===== src/rtl/slm_pkg.sv =====
// ----------------------------------------------------------------------------
// slm_pkg
// Types and codes shared by the sorted list merge block.
// ----------------------------------------------------------------------------
package slm_pkg;

  localparam logic [1:0] ACT_APPEND_A = 2'd0;
  localparam logic [1:0] ACT_APPEND_B = 2'd1;
  localparam logic [1:0] ACT_MERGE    = 2'd2;

  typedef struct packed {
    logic [1:0]         action;
    logic signed [31:0] value;
  } in_t;

  typedef struct packed {
    logic signed [31:0] merged_value;
    logic               last;
    logic               empty_res;
    logic               overflow;
  } out_t;

  typedef enum logic [1:0] {
    CMD_APPEND_A,
    CMD_APPEND_B,
    CMD_MERGE
  } cmd_kind_t;

  typedef struct packed {
    cmd_kind_t          kind;
    logic signed [31:0] value;
  } cmd_t;

endpackage


===== src/rtl/slm_ram.sv =====
// ----------------------------------------------------------------------------
// slm_ram
// Simple dual-port RAM, one write port, one read port, registered read.
// ----------------------------------------------------------------------------
module slm_ram #(
  parameter int WIDTH = 32,
  parameter int DEPTH = 32
) (
  input  logic                                     clk,
  input  logic                                     wr_en,
  input  logic [((DEPTH > 1) ? $clog2(DEPTH) : 1)-1:0] wr_addr,
  input  logic [WIDTH-1:0]                         wr_data,
  input  logic [((DEPTH > 1) ? $clog2(DEPTH) : 1)-1:0] rd_addr,
  output logic [WIDTH-1:0]                         rd_data
);

  logic [WIDTH-1:0] mem [DEPTH];

  always_ff @(posedge clk) begin
    if (wr_en) begin
      mem[wr_addr] <= wr_data;
    end
    rd_data <= mem[rd_addr];
  end

endmodule


===== src/rtl/slm_front.sv =====
// ----------------------------------------------------------------------------
// slm_front
// Accepts input items, decodes the action and queues commands for the
// back end. Unused action codes are dropped here.
// ----------------------------------------------------------------------------
module slm_front (
  input  logic          clk,
  input  logic          rst_n,
  input  logic          in_valid,
  output logic          in_stall,
  input  slm_pkg::in_t  in_data,
  output logic          cmd_valid,
  output slm_pkg::cmd_t cmd,
  input  logic          cmd_pop
);

  import slm_pkg::*;

  cmd_t       q_r [2];
  logic       wr_ptr_r, wr_ptr_nxt;
  logic       rd_ptr_r, rd_ptr_nxt;
  logic [1:0] fill_r, fill_nxt;
  logic       push;
  logic       known;
  cmd_t       dec;

  always_comb begin
    known     = 1'b1;
    dec.value = in_data.value;
    dec.kind  = CMD_MERGE;
    case (in_data.action)
      ACT_APPEND_A: dec.kind = CMD_APPEND_A;
      ACT_APPEND_B: dec.kind = CMD_APPEND_B;
      ACT_MERGE:    dec.kind = CMD_MERGE;
      default:      known = 1'b0;
    endcase
  end

  assign in_stall  = (fill_r == 2'd2);
  assign push      = in_valid && !in_stall && known;
  assign cmd_valid = (fill_r != 2'd0);
  assign cmd       = q_r[rd_ptr_r];

  always_comb begin
    wr_ptr_nxt = wr_ptr_r ^ push;
    rd_ptr_nxt = rd_ptr_r ^ cmd_pop;
    fill_nxt   = fill_r + {1'b0, push} - {1'b0, cmd_pop};
  end

  always_ff @(posedge clk) begin
    if (!rst_n) begin
      wr_ptr_r <= 1'b0;
      rd_ptr_r <= 1'b0;
      fill_r   <= 2'd0;
    end else begin
      wr_ptr_r <= wr_ptr_nxt;
      rd_ptr_r <= rd_ptr_nxt;
      fill_r   <= fill_nxt;
    end
    if (push) begin
      q_r[wr_ptr_r] <= dec;
    end
  end

  a_no_pop_empty: assert property (@(posedge clk) disable iff (!rst_n)
    cmd_pop |-> cmd_valid) else $error("pop from empty command queue");

  a_fill_range: assert property (@(posedge clk) disable iff (!rst_n)
    fill_r != 2'd3) else $error("command queue fill out of range");

  a_fill_track: assert property (@(posedge clk) disable iff (!rst_n)
    (push && !cmd_pop) |=> (fill_r == $past(fill_r) + 2'd1))
    else $error("command queue fill lost a push");

endmodule


===== src/rtl/slm_back.sv =====
// ----------------------------------------------------------------------------
// slm_back
// Executes queued commands: appends into the list RAMs, and runs the
// two-pointer merge into the output register.
// ----------------------------------------------------------------------------
module slm_back #(
  parameter int LIST_DEPTH = 32
) (
  input  logic          clk,
  input  logic          rst_n,
  input  logic          cmd_valid,
  input  slm_pkg::cmd_t cmd,
  output logic          cmd_pop,
  output logic          out_valid,
  input  logic          out_stall,
  output slm_pkg::out_t out_data
);

  import slm_pkg::*;

  localparam int CW = $clog2(LIST_DEPTH + 1);
  localparam int AW = (LIST_DEPTH > 1) ? $clog2(LIST_DEPTH) : 1;
  localparam logic [CW-1:0] FULL = CW'(LIST_DEPTH);

  typedef enum logic [1:0] {
    S_IDLE,
    S_LOAD,
    S_PICK,
    S_EMPTY
  } state_t;

  state_t        state_r, state_nxt;
  logic [CW-1:0] cnt_a_r, cnt_a_nxt;
  logic [CW-1:0] cnt_b_r, cnt_b_nxt;
  logic [CW-1:0] ia_r, ia_nxt;
  logic [CW-1:0] ib_r, ib_nxt;
  logic          drop_r, drop_nxt;
  logic          ovf_r, ovf_nxt;
  logic          out_valid_r, out_valid_nxt;
  out_t          out_r, out_nxt;

  logic          we_a, we_b;
  logic [31:0]   head_a, head_b;
  logic          out_free;
  logic          take_a;
  logic          load_out;

  slm_ram #(.WIDTH(32), .DEPTH(LIST_DEPTH)) u_ram_a (
    .clk     (clk),
    .wr_en   (we_a),
    .wr_addr (cnt_a_r[AW-1:0]),
    .wr_data (cmd.value),
    .rd_addr (ia_r[AW-1:0]),
    .rd_data (head_a)
  );

  slm_ram #(.WIDTH(32), .DEPTH(LIST_DEPTH)) u_ram_b (
    .clk     (clk),
    .wr_en   (we_b),
    .wr_addr (cnt_b_r[AW-1:0]),
    .wr_data (cmd.value),
    .rd_addr (ib_r[AW-1:0]),
    .rd_data (head_b)
  );

  assign out_free  = !out_valid_r || !out_stall;
  assign out_valid = out_valid_r;
  assign out_data  = out_r;

  assign take_a = (ia_r < cnt_a_r) &&
                  ((ib_r >= cnt_b_r) || ($signed(head_a) <= $signed(head_b)));

  always_comb begin
    state_nxt     = state_r;
    cnt_a_nxt     = cnt_a_r;
    cnt_b_nxt     = cnt_b_r;
    ia_nxt        = ia_r;
    ib_nxt        = ib_r;
    drop_nxt      = drop_r;
    ovf_nxt       = ovf_r;
    out_valid_nxt = out_valid_r && out_stall;
    out_nxt       = out_r;
    cmd_pop       = 1'b0;
    we_a          = 1'b0;
    we_b          = 1'b0;
    load_out      = 1'b0;
    case (state_r)
      S_IDLE: begin
        if (cmd_valid) begin
          cmd_pop = 1'b1;
          case (cmd.kind)
            CMD_APPEND_A: begin
              if (cnt_a_r < FULL) begin
                we_a      = 1'b1;
                cnt_a_nxt = cnt_a_r + CW'(1);
              end else begin
                drop_nxt = 1'b1;
              end
            end
            CMD_APPEND_B: begin
              if (cnt_b_r < FULL) begin
                we_b      = 1'b1;
                cnt_b_nxt = cnt_b_r + CW'(1);
              end else begin
                drop_nxt = 1'b1;
              end
            end
            CMD_MERGE: begin
              ovf_nxt = drop_r;
              ia_nxt  = '0;
              ib_nxt  = '0;
              if (cnt_a_r == '0 && cnt_b_r == '0) begin
                state_nxt = S_EMPTY;
              end else begin
                state_nxt = S_LOAD;
              end
            end
            default: ;
          endcase
        end
      end
      S_LOAD: begin
        state_nxt = S_PICK;
      end
      S_PICK: begin
        if (out_free) begin
          load_out             = 1'b1;
          out_valid_nxt        = 1'b1;
          out_nxt.merged_value = take_a ? head_a : head_b;
          out_nxt.empty_res    = 1'b0;
          out_nxt.overflow     = ovf_r;
          if (take_a) begin
            ia_nxt = ia_r + CW'(1);
          end else begin
            ib_nxt = ib_r + CW'(1);
          end
          out_nxt.last = (ia_nxt == cnt_a_r) && (ib_nxt == cnt_b_r);
          if (out_nxt.last) begin
            cnt_a_nxt = '0;
            cnt_b_nxt = '0;
            drop_nxt  = 1'b0;
            state_nxt = S_IDLE;
          end else begin
            state_nxt = S_LOAD;
          end
        end
      end
      S_EMPTY: begin
        if (out_free) begin
          load_out             = 1'b1;
          out_valid_nxt        = 1'b1;
          out_nxt.merged_value = '0;
          out_nxt.last         = 1'b1;
          out_nxt.empty_res    = 1'b1;
          out_nxt.overflow     = ovf_r;
          drop_nxt             = 1'b0;
          state_nxt            = S_IDLE;
        end
      end
      default: state_nxt = S_IDLE;
    endcase
  end

  always_ff @(posedge clk) begin
    if (!rst_n) begin
      state_r     <= S_IDLE;
      cnt_a_r     <= '0;
      cnt_b_r     <= '0;
      drop_r      <= 1'b0;
      out_valid_r <= 1'b0;
    end else begin
      state_r     <= state_nxt;
      cnt_a_r     <= cnt_a_nxt;
      cnt_b_r     <= cnt_b_nxt;
      drop_r      <= drop_nxt;
      out_valid_r <= out_valid_nxt;
    end
    ia_r  <= ia_nxt;
    ib_r  <= ib_nxt;
    ovf_r <= ovf_nxt;
    out_r <= out_nxt;
  end

  a_cnt_range: assert property (@(posedge clk) disable iff (!rst_n)
    (cnt_a_r <= FULL) && (cnt_b_r <= FULL)) else $error("list count overrun");

  a_ptr_range: assert property (@(posedge clk) disable iff (!rst_n)
    (state_r == S_PICK) |-> ((ia_r < cnt_a_r) || (ib_r < cnt_b_r)))
    else $error("merge pointers past both lists");

  a_last_clears: assert property (@(posedge clk) disable iff (!rst_n)
    (load_out && out_nxt.last) |=>
      (cnt_a_r == '0 && cnt_b_r == '0 && !drop_r && state_r == S_IDLE))
    else $error("merge end did not clear lists");

  a_no_pop_busy: assert property (@(posedge clk) disable iff (!rst_n)
    cmd_pop |-> (state_r == S_IDLE)) else $error("command taken during merge");

endmodule


===== src/rtl/sorted_list_merge_top.sv =====
// ----------------------------------------------------------------------------
// sorted_list_merge_top
// Stable two-way merge of two lists of signed 32-bit values.
// ----------------------------------------------------------------------------
// Input channel (in_valid / in_stall / in_data): action 0 appends value to
// list A, 1 to list B, 2 merges and emits, 3 is ignored. Appends to a full
// list are dropped and set a sticky overflow flag.
// Result channel (out_valid / out_stall / out_data): a merge gives every
// stored value in ascending order, list A first on ties, last set on the
// final one; with both lists empty a single result with empty_res set.
// overflow is reported on each merge result; the merge clears lists and flag.
// Queueing: a two-entry command queue sits behind the input. The executor
// takes an append straight from the queue. A merge handles each element in
// the states S_LOAD (RAM read) and then S_PICK (compare and load of the
// output register); S_PICK waits while the result register is held. Inputs
// queue up while a merge runs.
// Reset clears counts, flag, queue and output valid; RAM contents are kept.
// While out_stall is high with a result valid, the result register holds and the merge waits.
// ----------------------------------------------------------------------------
module sorted_list_merge_top #(
  parameter int LIST_DEPTH = 32
) (
  input  logic          clk,
  input  logic          rst_n,
  input  logic          in_valid,
  output logic          in_stall,
  input  slm_pkg::in_t  in_data,
  output logic          out_valid,
  input  logic          out_stall,
  output slm_pkg::out_t out_data
);

  import slm_pkg::*;

  logic cmd_valid;
  cmd_t cmd;
  logic cmd_pop;

  slm_front u_front (
    .clk       (clk),
    .rst_n     (rst_n),
    .in_valid  (in_valid),
    .in_stall  (in_stall),
    .in_data   (in_data),
    .cmd_valid (cmd_valid),
    .cmd       (cmd),
    .cmd_pop   (cmd_pop)
  );

  slm_back #(.LIST_DEPTH(LIST_DEPTH)) u_back (
    .clk       (clk),
    .rst_n     (rst_n),
    .cmd_valid (cmd_valid),
    .cmd       (cmd),
    .cmd_pop   (cmd_pop),
    .out_valid (out_valid),
    .out_stall (out_stall),
    .out_data  (out_data)
  );

endmodule

===== config.mk =====
export PLATFORM = sky130hd
export DESIGN_NAME = sorted_list_merge_top
export DESIGN_NICKNAME = d
export VERILOG_FILES = /design/src/rtl/slm_pkg.sv /design/src/rtl/slm_ram.sv /design/src/rtl/slm_front.sv /design/src/rtl/slm_back.sv /design/src/rtl/sorted_list_merge_top.sv
export SDC_FILE = /design/constraint.sdc
export NUM_CORES = 2
export LEC_CHECK = 0
export BUFFER_PORTS_ARGS = -buffer_cell sky130_fd_sc_hd__buf_2
export CAP_MARGIN = 0
export CORE_MARGIN = 8
export CORE_UTILIZATION = 50
export DETAILED_ROUTE_END_ITERATION = 10
export PLACE_DENSITY = 0.74
export REMOVE_ABC_BUFFERS = 1
export SLEW_MARGIN = 10
export SYNTH_ARGS = -nofsm -noshare
export SYNTH_HDL_FRONTEND = slang
export SYNTH_HIERARCHICAL = 1
export SYNTH_SLANG_ARGS = --single-unit

===== constraint.sdc =====
create_clock -name clk -period 7.1 [get_ports clk]
set_clock_uncertainty 0.1 [all_clocks]
set_input_delay 0.355 -clock clk [delete_from_list [all_inputs] [get_ports clk]]
set_output_delay 0.355 -clock clk [all_outputs]
set_load 0.01 [all_outputs]

== Yosys cells after proc, flatten, opt, wreduce, memory -nomap -nowiden ==
Memory sizes are Yosys's and may differ from the RTL's. A register that Yosys moved wholly into a read port is not among the register bits.
Index checks and enable logic that the tools add are counted.
Storage, ports and cells
  register bits after elaboration: 68
  bits of input ports: 38
  output and inout bits: 37
  word-level logic and storage cells: 144
  bits in writable memories: 2116
  memories kept: 3
Memories
  u_back.u_ram_a.mem: words 32, bits a word 32, rd ports 1, clocked after Yosys merged registers in 1, wr ports 1, line slm_ram.sv:17  | logic [WIDTH-1:0] mem [DEPTH];
  u_back.u_ram_b.mem: words 32, bits a word 32, rd ports 1, clocked after Yosys merged registers in 1, wr ports 1, line slm_ram.sv:17
  u_front.q_r: words 2, bits a word 34, rd ports 1, clocked after Yosys merged registers in 1, wr ports 1, line slm_front.sv:19  | cmd_t q_r [2];
Operators by class
  multiplexer cells: 62
  bitwise logic cells: 2
  $add $sub $neg: 6
  $lt $le $gt $ge: 5
  reductions and logical operators: 29
  eq/ne operators: 22
Operators with widths (count)
  two-way mux 6 bit: 18
  two-way mux 35 bit: 2
  one-hot mux 35 bit (2 select lines): 1
  one-hot mux 6 bit (2 select lines): 4
  <= comparator 32 bit: 1
  two-way mux 32 bit: 1
  two-way mux 1 bit: 27
  adder 6 x 1 -> 6 bit (second input constant): 4
  == test 6 bit: 2
  logical NOT 6 bit: 2
  less-than comparator 6 bit (second input constant): 2
  AND reduction 6 bit: 2
  == test 2 bit (second input constant): 5
  two-way mux 2 bit: 5
  != test 2 x 1 -> 1 bit (second input constant): 5
  != test 3 bit (second input constant): 3
  != test 2 bit (second input constant): 4
  one-hot mux 2 bit (4 select lines): 1
  AND reduction 4 bit: 2
  AND reduction 8 bit: 1
  == test 2 x 1 -> 1 bit (second input constant): 3
  >= comparator 6 bit: 1
  logical AND 1 bit: 6
  logical NOT 2 bit: 3
  14 further kinds: 21

== Logic depth before layout (Yosys ltp) ==
  word-level depth: 11
  mapped depth: 14
  depth with buffers taken out: 13

== By module ==
Netlist, hierarchy kept.
Modules (own cells, without submodules)
  slm_ram at u_back.u_ram_a: cells each 2260, area an instance 40492.6 sq um, times used 1, sequential area each 31390.1 sq um
  slm_ram at u_back.u_ram_b: cells each 2260, area an instance 40485.1 sq um, times used 1, sequential area each 31390.1 sq um
  slm_back: cells each 541, area an instance 4643.2 sq um, times used 1, sequential area each 1761.7 sq um
  slm_front: cells each 132, area an instance 2870.3 sq um, times used 1, sequential area each 2142.1 sq um

== Least setup slack after synthesis ==
No wires, ideal clock.
  path kind: reg2reg
  from: register with a tool-made name
  to: memory u_back.u_ram_b.mem[20][0], enable pin
  data arrival time: 3524 ps
  path buffers: 2
  setup time: 421 ps
  stages on the path, launching flop included: 9
  slack: 3055 ps
  required time: 6579 ps
  period minus slack after synthesis: 4045 ps
  cell sequence: dfxtp_1 buf_6 mux2_2 nor4b_1 nand2_1 inv_1 or3b_2 clkbuf_1 nor2_1
RTL lines (line)
  end, declared: slm_ram.sv:17

==> impl_metrics.env <==
export IMPL_grt_usage_pct=22.1
export IMPL_fillers=13000
export IMPL_worstMarginPinSlew_ns=1.26
export IMPL_utilization_pct=56.1
export IMPL_ant_nets=0
export IMPL_cts_root_buf="clkbuf_16"
export IMPL_drcViolationCount=0
export IMPL_powerDensity_mw_per_mm2=389
export IMPL_cp_top_family="simple AND/OR/NAND/NOR gates"
export IMPL_placed_cell_area_mm2=0.0913
export IMPL_fin_crit_sh_pct=67.9
export IMPL_cpPeakStageDelay_ns=1.29
export IMPL_timing_slew_headroom_pct=15.8
export IMPL_die_y_um=437
export IMPL_leakagePower_nw=33.8
export IMPL_design_area_mm2=0.0986
export IMPL_grt_busiest_layer="met2"
export IMPL_grt_pass1_wl_um=314000
export IMPL_wl_um=219000
export IMPL_ios=75
export IMPL_synth_cell_area_mm2=0.0885
export IMPL_clkSlewWorstSetupHoldPaths_ns=0.06
export IMPL_synth_seq_cells=2249
export IMPL_yosys_cell_types_count=74
export IMPL_worstSetupPathType="flip-flop to flip-flop"
export IMPL_yosysSeqAreaShare_pct=75.4
export IMPL_end_kind="flip-flop"
export IMPL_gp_congestion=0.886
export IMPL_required_ns=7.44
export IMPL_max_clock_path_buffers=3
export IMPL_grtUsageMet1_pct=31.2
export IMPL_critical_path_arrival_ns=5.16
export IMPL_yosys_area_share_simple_pct=3.95
export IMPL_synth_ff_type="edfxtp_1"
export IMPL_cts_buffers_inserted=212
export IMPL_maxCapViolations=0
export IMPL_fin_crit_ns=4.82
export IMPL_worst_hold_startpoint="in_valid"
export IMPL_rsz0062_at_grt="no"
export IMPL_wire_per_inst_um=27.9
export IMPL_synth_compound_area_share_pct=5.42
export IMPL_yosys_area_share_adder_pct=0.749
export IMPL_vias=48400
export IMPL_finalSetupViolations=0
export IMPL_ys_warn_count=6
export IMPL_firstDrtPassIters=7
export IMPL_synthCells=5193
export IMPL_cts_tree="built"
export IMPL_insertion_delay_ns=0.85
export IMPL_htreeDepth=4
export IMPL_fp_dieW_um=437
export IMPL_path_cells="buf_4 -> mux2_2 -> nor4b_1 -> nand2_1 -> inv_1 -> nand3b_1 -> nor2_4"
export IMPL_cp_max_fo=34
export IMPL_drive_gt1_share_pct=10.7
export IMPL_cts_sinks=2249
export IMPL_hpwl_um=121000
export IMPL_grt_pass1_vias=46400
export IMPL_syn_to_final_growth_pct=11.5
export IMPL_io_buffers=74
export IMPL_post_cts_resized=0
export IMPL_postSynthAreaPerCell_um2=17.0
export IMPL_synth_edff_count=2164
export IMPL_overflow=0
export IMPL_layout_common_cells="edfxtp_1, mux2i_1, nand2_1, a21oi_1, nand3_1"
export IMPL_cp_start_kind="flip-flop"
export IMPL_cp_num_buf_inv=2
export IMPL_die_area_mm2=0.191
export IMPL_grtUsageMet3_pct=5.08
export IMPL_min_path_type="primary input to flip-flop"
export IMPL_synth_xor_area_share_pct=0.223
export IMPL_ir_drop_uv=332
export IMPL_initial_core_util_pct=50.3
export IMPL_clock_fmax_ghz=0.207
export IMPL_slew_viol_final=0
export IMPL_hold_slack_ns=0.0447
export IMPL_num_nets_final=5409
export IMPL_viasPerCell=6.16
export IMPL_gr_usage_met2_pct=33.6
export IMPL_core_area_mm2=0.176
export IMPL_muxShareOfSynthArea_pct=12.2
export IMPL_cp_slowest_cell="nor2_4"
export IMPL_synth_top_family_by_area="multiplexers"
export IMPL_finalHoldViolations=0
export IMPL_synthArstFlopShare_pct=0
export IMPL_antenna_found_initial=12
export IMPL_status="complete, no violations"
export IMPL_drt_iter0_drc=6115
export IMPL_grt_max_degree=116
export IMPL_rows=154
export IMPL_mostFrequentLayoutCell="edfxtp_1"
## layer usage
layer	routed length (um)	share of wire, %	vias to the layer above
li1	-	-	20700
met1	87300	40	24600
met2	99500	45	2751
met3	23600	11	371
met4	8740	4.0	2
met5	12	0.0055	-
## what timing repair did
action / in CTS / in global routing
hold buffers: 36 / 0
hold endpoints to repair: 83 / 0
setup buffers: 0 / 0
## registers in the layout, indices dropped and copies added, names as in the netlist, 2 cells and up, named ones only
name                    cells
u_back/u_ram_a/rd_data     32
u_front/fill_r              2
u_back/cnt_b_r              6
u_back/u_ram_b/rd_data     32
u_back/state_r              2
u_back/u_ram_b/mem       1024
u_back/out_data            35
u_back/ib_r                 6
u_back/cnt_a_r              6
u_front/q_r                68
u_back/u_ram_a/mem       1024
u_back/ia_r                 6
## synth_stat cells, drive strengths merged (10+ instances only)
cell type | number | area share (%)
a31oi | 70 | 0.50
mux2 | 34 | 0.56
nand2 | 295 | 1.3
nor2 | 103 | 0.44
a22o | 128 | 1.3
xnor2 | 11 | 0.11
a22oi | 192 | 1.6
inv | 58 | 0.25
nand3 | 215 | 1.2
mux2i | 1026 | 12
nand2b | 10 | 0.071
o21ai | 15 | 0.085
edfxtp | 2164 | 73
ha | 53 | 0.75
buf | 168 | 1.4
clkbuf | 113 | 0.50
a21oi | 260 | 1.5
nand3b | 11 | 0.093
dfxtp | 85 | 1.9
nor2b | 11 | 0.078
nor3 | 70 | 0.40
nand4 | 12 | 0.10
## worst register-to-register path: cells and delay by family (launching register included)
| kind | cells | cell delay [ns] |
|---|---|---|
| buf+inv | 2 | 0.76 |
| flops | 1 | 0.31 |
| simple gates | 4 | 2.76 |
| mux | 1 | 0.46 |
## per-stage QoR
stage,setup TNS [ns],total power [mW],std cells,worst slack [ns]
2_1_floorplan,-1426.68,24.2,4912,-13.71
3_3_place_gp,0,26.9,7408,2.50
3_5_place_dp,0,27.2,7408,2.40
4_1_cts,0,38.3,7841,2.38
5_1_grt,0,39.5,7842,2.22
6_report,0,38.4,7862,2.28
## report_power, final
group / switching (mW) / internal (mW) / leakage, nW
Clock: 4.82 / 6.36 / 3.36
Sequential: 0.378 / 16.0 / 20.2
Combinational: 7.51 / 3.32 / 10.2
## cell families (layout without fill, tap and decap cells)
group                      after synthesis  count (layout)
and+or+nand+nor                        764             764
other                                    0              21
DFF                                   2249            2249
adders and majority gates               53              53
xor gates and xnor gates                21              21
AOI/OAI and AO/OA                      707             707
muxes                                 1060            1060
buffers and inverters                  339             647
## worst paths after layout
path,to,slack [ns],cells after the start
max,u_back/u_ram_b/mem[9][22],2.28,7
min,u_front/wr_ptr_r,0.04,4
max reg2reg,u_back/u_ram_b/mem[9][22],2.28,7
min reg2reg,u_back/ovf_r,0.38,0
## area by class of cell
class	count	area (um^2)	share of cell area, %
tap	2340	2930	2.97
antenna	21	52.6	0.0533
multi-input combinational	2605	20500	20.7
timing repair buffer	192	1410	1.43
sequential	2249	66700	67.6
clock buffer	260	5510	5.58
inverter	58	218	0.221
clock inverter	137	1380	1.40
Power figures use the tool's default switching activity.
